## config.mk

```make
export PLATFORM = sky130hd
export DESIGN_NAME = smu_front
export DESIGN_NICKNAME = d
export VERILOG_FILES = /design/src/design/smu_pkg.sv /design/src/design/smu_front.sv
export SDC_FILE = /design/constraint.sdc
export NUM_CORES = 1
export LEC_CHECK = 0
export ABC_CLOCK_PERIOD_IN_PS = 3000
export BUFFER_PORTS_ARGS = -buffer_cell sky130_fd_sc_hd__buf_2
export CAP_MARGIN = 20
export CORE_MARGIN = 2
export CORE_UTILIZATION = 52
export CTS_CLUSTER_DIAMETER = 150
export DETAILED_ROUTE_END_ITERATION = 12
export PLACE_DENSITY = 0.9
export SKIP_LAST_GASP = 1
export SLEW_MARGIN = 20
export SYNTH_ARGS = -nofsm -noshare
export SYNTH_HDL_FRONTEND = slang
export SYNTH_SLANG_ARGS = --single-unit
```

## constraint.sdc

```tcl
create_clock -name i_clk -period 3 [get_ports i_clk]
set_clock_uncertainty 0.15 [all_clocks]
set_input_delay 0.15 -clock i_clk [delete_from_list [all_inputs] [get_ports i_clk]]
set_output_delay 0.15 -clock i_clk [all_outputs]
set_load 0.005 [all_outputs]
```

## src/design/smu_pkg.sv

```systemverilog
`timescale 1ns / 1ps
// ----------------------------------------------------------------------------
// smu_pkg
// Shared types and constants of the stream mean unit.
// ----------------------------------------------------------------------------
package smu_pkg;

    // default sizes
    localparam int COUNT_BITS_DEF = 16;
    localparam int FRAC_BITS_DEF  = 16;

    // mean_mode register codes
    localparam logic [1:0] MODE_ARITH = 2'd0;
    localparam logic [1:0] MODE_GEO   = 2'd1;
    localparam logic [1:0] MODE_HARM  = 2'd2;

    localparam logic [31:0] MAX32 = 32'hFFFF_FFFF;

    // per-sample operation chosen by the front end
    typedef enum logic [1:0] {
        OP_ADD,
        OP_LOG,
        OP_RECIP,
        OP_ZERO
    } t_op;

    // back-end sequencer states
    typedef enum logic [3:0] {
        ST_IDLE,
        ST_LOG,
        ST_LOGACC,
        ST_DIV,
        ST_DIVEND,
        ST_COUNT,
        ST_FINAL,
        ST_EXP,
        ST_SCALE,
        ST_DONE
    } t_state;

    typedef struct packed {
        logic [31:0] sample;
        logic        is_last;
    } t_in_item;

    typedef struct packed {
        logic [31:0] mean_value;
        logic [15:0] sample_total;
        logic        bad_sample;
    } t_out_item;

    // classified beat between front and back
    typedef struct packed {
        logic [1:0]  mode;
        t_op         op;
        logic [31:0] sample;
        logic        last;
    } t_work;

endpackage

```

## src/design/smu_front.sv

```systemverilog
`timescale 1ns / 1ps
// ----------------------------------------------------------------------------
// smu_front
// Input side: classifies each accepted sample and holds it in a
// two-entry queue toward the back end.
// ----------------------------------------------------------------------------
module smu_front import smu_pkg::*; (
    input  logic       i_clk,
    input  logic       i_rst_n,
    input  logic [1:0] i_mode,
    input  logic       push,
    input  t_in_item   i_in_item,
    output logic       full,
    output logic       o_work_valid,
    output t_work      o_work,
    input  logic       i_work_ready
);

    t_work      r_q [2];
    logic       r_wp, r_rp;
    logic [1:0] r_cnt;
    logic       w_push, w_pop;
    t_work      w_new;

    assign full         = (r_cnt == 2'd2);
    assign o_work_valid = (r_cnt != 2'd0);
    assign o_work       = r_q[r_rp];
    assign w_push       = push && !full;
    assign w_pop        = o_work_valid && i_work_ready;

    // classify the beat by mode and sample value
    always_comb begin
        w_new.mode   = i_mode;
        w_new.sample = i_in_item.sample;
        w_new.last   = i_in_item.is_last;
        if (i_mode == MODE_GEO || i_mode == MODE_HARM) begin
            if (i_in_item.sample == 32'd0) begin
                w_new.op = OP_ZERO;
            end else if (i_mode == MODE_GEO) begin
                w_new.op = OP_LOG;
            end else begin
                w_new.op = OP_RECIP;
            end
        end else begin
            w_new.op = OP_ADD;
        end
    end

    // queue pointers
    always_ff @(posedge i_clk) begin
        if (!i_rst_n) begin
            r_wp  <= 1'b0;
            r_rp  <= 1'b0;
            r_cnt <= 2'd0;
        end else begin
            if (w_push) r_wp <= !r_wp;
            if (w_pop)  r_rp <= !r_rp;
            r_cnt <= r_cnt + 2'(w_push) - 2'(w_pop);
        end
    end

    // queue storage
    always_ff @(posedge i_clk) begin
        if (w_push) r_q[r_wp] <= w_new;
    end

endmodule

```

==> results of run 1 <==
==> where the power goes <==
part	total, mW	leakage, nW	internal [mW]	switching [mW]
sequential	1.45	0.734	1.40	0.0485
combinational	0.746	0.730	0.389	0.357
clock	0.722	0.0945	0.378	0.343
total	2.92	1.56	2.17	0.749
==> final cells by class <==
cell class	instances	area [um2]
sequential	79	2320
fill	382	1520
timing repair buffer	116	768
multi-input combinational	69	678
clock buffer	11	131
tap	72	90.1
clock inverter	5	48.8
inverter	4	15.0
==> flip-flops by register name, indices dropped and copies added, names as in the netlist, named ones only <==
register	flops
r_q	74
r_cnt	2
r_wp	1
r_rp	1
==> through the flow <==
stage                     total power [mW]  cell area (um2)  setup slack, ns  utilization [%]  std cells
after global routing                  3.05             4050             1.03             72.7        356
after CTS                             2.93             4050             1.08             72.7        356
final                                 2.92             4050             1.09             72.7        356
after floorplan                       1.91             3050            0.301                -        156
after global placement                2.15             3510             1.16             63.0        304
after detailed placement              2.18             3510             1.10             63.0        304
==> kinds of logic after synthesis <==
family                   after synthesis  synth area share (%)
AND/OR/NAND/NOR                       22                  4.56
adder cells (fa/ha/maj)                4                  1.64
flip-flops                            79                  76.2
multiplexers                          38                  14.0
XOR/XNOR                               4                  1.40
AO/OA/AOI/OAI                          1                 0.328
buffers and inverters                  8                  1.85
==> layout by cell type (no fill, tap or decap) <==
cell / count
and2_1: 3
and2_4: 1
and3_2: 1
buf_2: 77
buf_4: 3
bufinv_16: 1
clkbuf_1: 2
clkbuf_8: 9
clkinv_1: 1
clkinv_2: 3
dfxtp_1: 5
dlygate4sd3_1: 36
edfxtp_1: 74
ha_1: 4
inv_1: 4
mux2_1: 5
mux2_2: 33
nand2_1: 1
nand2b_1: 1
nand4_1: 2
nor2_1: 1
nor2_4: 1
nor2b_1: 2
nor4_1: 7
nor4_2: 1
o21ba_1: 1
or2_1: 1
xnor2_1: 3
xnor2_2: 1
==> worst max path at each step <==
stage | from | endpoint
final | r_cnt[1] | r_cnt[1]
after global routing | r_cnt[1] | r_cnt[1]
after CTS | r_cnt[1] | r_cnt[1]
after detailed placement | r_cnt[1] | r_cnt[1]
after global placement | r_cnt[1] | r_cnt[1]
after floorplan | r_cnt[0] | r_q[0][0]
==> per-layer routing <==
metal / GRT usage [%] / up-vias / share of wire [%]
met1: 21.6 / 903 / 37
li1: - / 854 / -
met2: 36.3 / 59 / 56
met4: 12.2 / 0 / 3.5
met5: 0 / - / 0
met3: 4.27 / 21 / 3.4
==> worst reg2reg max path, stage by stage (launching register included) <==
cell	delay, ns
dfxtp_1	0.33
or2_1	0.25
and2_4	0.18
ha_1	0.27
inv_1	0.04
ha_1	0.18
xnor2_1	0.14
xnor2_1	0.12
and2_1	0.15
==> results.sh, run 1 <==
export IMPL_cp_data_arrival_time_ns=1.98
export IMPL_path_buf_inv=1
export IMPL_dieArea_um2=6490
export IMPL_grt_total_usage_pct=20.2
export IMPL_grt_pass1_wl_um=9340
export IMPL_status="completed"
export IMPL_hold_path_end="r_rp"
export IMPL_post_cts_setup_buffers=0
export IMPL_syn_cell_area_um2=3050
export IMPL_htree_levels=3
export IMPL_cts_hold_buf=36
export IMPL_gp_congestion=0.754
export IMPL_critPathMaxStageDelay_ns=0.33
export IMPL_hold_ws_ns=0.0811
export IMPL_die_height_um=80.6
export IMPL_wl_per_cell_um=17.6
export IMPL_grt_max_degree=38
export IMPL_cp_depth=8
export IMPL_yosysWarnings=0
export IMPL_r2r_slack_ns=1.09
export IMPL_setup_viol=0
export IMPL_hold_class="input pin to flop"
export IMPL_yosysMostFrequentCell="edfxtp_1"
export IMPL_avgSynthCellArea_um2=19.5
export IMPL_rows=27
export IMPL_drt_iter0_drc=110
export IMPL_slew_headroom_pct=41.4
export IMPL_path_max_fanout=3
export IMPL_slew_violations=0
export IMPL_powerDensity_nw_per_um2=720
export IMPL_hpwlAfterDp_um=3620
export IMPL_ys_top_cells_by_count="edfxtp_1 (74), mux2_2 (33), nor4_1 (7), dfxtp_1 (5), mux2_1 (5)"
export IMPL_fin_tns_setup_ns=0
export IMPL_rsz0062_at_grt="false"
export IMPL_synth_cells=156
export IMPL_ys_ff_latch=79
export IMPL_cts_root_buf="clkbuf_8"
export IMPL_area_delta_synth_final_pct=33.0
export IMPL_path_cells="or2_1, and2_4, ha_1, inv_1, ha_1, xnor2_1, xnor2_1, and2_1"
export IMPL_min_period_over_period_pct=63.5
export IMPL_yosysTopAreaCellShare_pct=72.9
export IMPL_grt_pass1_vias=1892
export IMPL_drive_gt1_share_pct=46.1
export IMPL_numPortBuffers=77
export IMPL_ys_async_sr_fraction_pct=0
export IMPL_max_freq_mhz=525
export IMPL_ant_nets=0
export IMPL_numCtsBuffers=9
export IMPL_die_x_um=80.6
export IMPL_crit_type="flop to flop"
export IMPL_clock_latency_ns=0.33
export IMPL_dr_pass1_iters=4
export IMPL_ys_seq_area_share_pct=76.2
export IMPL_hold_start="i_work_ready"
export IMPL_wirelength_um=6250
export IMPL_nets=322
export IMPL_critPathLaunchType="flop"
export IMPL_ys_flop_type="edfxtp_1"
export IMPL_overflow=0
export IMPL_r2r_start="r_cnt[1]"
export IMPL_min_delay_path_depth=4
export IMPL_critPathCaptureType="flop"
export IMPL_path_delay_family="simple AND/OR/NAND/NOR gates"
export IMPL_cts_buffer_depth=2
export IMPL_cts_resized_gates=0
export IMPL_cts_sinks=79
export IMPL_start_util_pct=54.7
export IMPL_ir_drop_v=0.000687
export IMPL_tritoncts="built"
export IMPL_vias_per_cell=5.16
export IMPL_ios=78
export IMPL_core_um2=5570
export IMPL_r2r_cells=8
export IMPL_via_count=1837
export IMPL_antenna_found_initial=0
export IMPL_p_leak_nw=1.56
export IMPL_tightest_slew_ns=0.879
export IMPL_clk_pin_slew_ns=0.07
export IMPL_synth_nets=199
export IMPL_crit_slowest_cell="dfxtp_1"
export IMPL_synth_edf_count=74
export IMPL_yosysTopAreaCell="edfxtp_1"
export IMPL_r2r_end="r_cnt[1]"
export IMPL_required_ns=3.08
export IMPL_drc=0
export IMPL_finalHoldViolCount=0
export IMPL_num_antenna_cells=0
export IMPL_finalCriticalPeriod_ns=1.91
export IMPL_synth_area_leaders="edfxtp_1 (73%), mux2_2 (12%), dfxtp_1 (3.3%), mux2_1 (1.8%), ha_1 (1.6%)"
export IMPL_cap_violations=0
export IMPL_synth_distinct_cells=22
Power figures use the tool's default switching activity.
==> run 2, diff against run 1 <==
- ABC_CLOCK_PERIOD_IN_PS: 3000 -> 1800
- clock period: 3 -> 1.8 ns (I/O delays scaled with it)
==> run 2 against run 1 <==
Compared with the run above:
- register-to-register slack lost 1.1 ns
- die area unchanged
- power up 75%
- critical path type unchanged
- the flow now finishes with violations (negative setup slack)
- final cell count increased by 1.7%
- via count increased by 0.27%
- global-route usage decreased by 1.4 points
- hold slack better by 0.052 ns
==> results.sh, run 2 (synthesis gave the netlist of run 1 again) <==
export IMPL_ir_drop_v=0.00103
export IMPL_min_period_over_period_pct=101
export IMPL_most_common_layout_cells="buf_2 (77), edfxtp_1 (74), dlygate4sd3_1 (36), mux2_2 (33), clkbuf_8 (9)"
export IMPL_layout_commonest_cell="buf_2"
export IMPL_crit_type="flop to flop"
export IMPL_hpwlAfterDp_um=3680
export IMPL_numCtsBuffers=9
export IMPL_tritoncts="built"
export IMPL_path_max_fanout=3
export IMPL_violations="negative setup slack"
export IMPL_powerDensity_nw_per_um2=1220
export IMPL_drt_iter0_drc=97
export IMPL_drc=0
export IMPL_cts_root_buf="clkbuf_8"
export IMPL_via_count=1842
export IMPL_clock_latency_ns=0.32
export IMPL_hold_class="input pin to flop"
export IMPL_gp_congestion=0.736
export IMPL_post_cts_setup_buffers=0
export IMPL_regMostFlops="r_q"
export IMPL_tightest_slew_ns=0.389
export IMPL_finalHoldViolCount=0
export IMPL_wirelength_um=5870
export IMPL_ios=78
export IMPL_drive_gt1_share_pct=50.0
export IMPL_nets=328
export IMPL_rsz0062_at_grt="true"
export IMPL_required_ns=1.87
export IMPL_fin_tns_setup_ns=-0.0143
export IMPL_overflow=0
export IMPL_htree_levels=3
export IMPL_antenna_found_initial=0
export IMPL_grt_total_usage_pct=18.8
export IMPL_clk_pin_slew_ns=0.07
export IMPL_p_leak_nw=1.60
export IMPL_area_delta_synth_final_pct=37.2
export IMPL_critPathCaptureType="flop"
export IMPL_vias_per_cell=5.09
export IMPL_wl_per_cell_um=16.2
export IMPL_slew_headroom_pct=73.8
export IMPL_cap_violations=0
export IMPL_num_antenna_cells=0
export IMPL_dr_pass1_iters=4
export IMPL_critPathLaunchType="flop"
export IMPL_die_x_um=80.6
export IMPL_grt_max_degree=21
export IMPL_grt_pass1_vias=1898
export IMPL_cts_sinks=79
export IMPL_numPortBuffers=77
export IMPL_start_util_pct=54.7
export IMPL_die_height_um=80.6
export IMPL_largest_register_ffs=74
export IMPL_cp_data_arrival_time_ns=1.89
export IMPL_core_um2=5570
export IMPL_design_area_um2=4180
export IMPL_setup_viol=1
export IMPL_dieArea_um2=6490
export IMPL_grt_pass1_wl_um=8680
export IMPL_max_freq_mhz=551
export IMPL_place_area_um2=3570
export IMPL_largestRegisters="r_q x74, r_cnt x2"
export IMPL_fin_util_pct=75.0
export IMPL_cts_buffer_depth=2
export IMPL_status="finished with violations"
export IMPL_rows=27
export IMPL_finalCriticalPeriod_ns=1.81
export IMPL_slew_violations=0
export IMPL_ant_nets=0
export IMPL_layout_setup_ws_ns=-0.0143
-- run 2: cell count changes in the layout (fill, tap and decap cells not counted), moves of 2 or more --
cell,previous run,this run
buf_4,3,8
dfxtp_1,5,3
dfxtp_2,0,2
ha_1,4,2
ha_4,0,2
-- run 2: where the power goes --
| part | internal [mW] | leakage, nW | switching [mW] |
|---|---|---|---|
| clock network | 0.779 | 0.104 | 0.565 |
| registers | 2.34 | 0.735 | 0.0818 |
| logic | 0.737 | 0.765 | 0.619 |
-- run 2: final cells by class --
class                           count  area (um2)
Fill cell                         345        1390
Inverter                            4        15.0
Sequential cell                    79        2320
Multi-Input combinational cell     69         719
Timing Repair Buffer              122         826
Clock buffer                       12         135
Clock inverter                      4        70.1
Tap cell                           72        90.1
-- run 2: critical path, stage by stage (launching register included) --
cell and delay (ns):
dfxtp_2 0.34, or2_1 0.22, and2_4 0.17, ha_4 0.26
inv_2 0.04, ha_4 0.15, xnor2_2 0.12, xnor2_1 0.12
and2_1 0.13
-- run 2: repair_timing --
item | in CTS | in global routing
gates cloned | 0 | 0
endpoints found under the hold margin | 75 | 0
pin swaps | 6 | 0
endpoints found under the setup margin | 1 | 3
hold buffers | 36 | 0
resized for setup | 6 | 1
-- run 2: path summary, 6_finish.rpt --
path,slack [ns],start,depth (start not counted),endpoint
hold reg to reg,0.42,r_rp,2,flop
setup / recovery,-0.01,r_cnt[0],8,r_cnt[1]
setup reg to reg,-0.01,r_cnt[0],8,r_cnt[1]
hold / removal,0.13,i_work_ready,5,flop
-- run 2: routing by layer --
layer,up-vias,GRT usage (%),share of wire (%),routed length [um]
li1,867,-,-,-
met1,891,20.7,38,2230
met2,63,33.1,55,3210
met3,21,2.81,3.6,211
met4,0,13.4,3.8,221
met5,-,0,0,0
-- run 2: through the flow --
| step | power, mW | setup WS (ns) | std cells | hold slack [ns] |
|---|---|---|---|---|
| CTS | 5.17 | -0.0150 | 362 | 0.111 |
| floorplan | 3.18 | 0.00998 | 156 | 0.0389 |
| global route | 5.35 | -0.0665 | 362 | 0.133 |
| global placement | 3.66 | 0.0219 | 310 | 0.129 |
| detailed placement | 3.70 | -0.0440 | 310 | 0.134 |
| finish | 5.12 | -0.0143 | 362 | 0.134 |
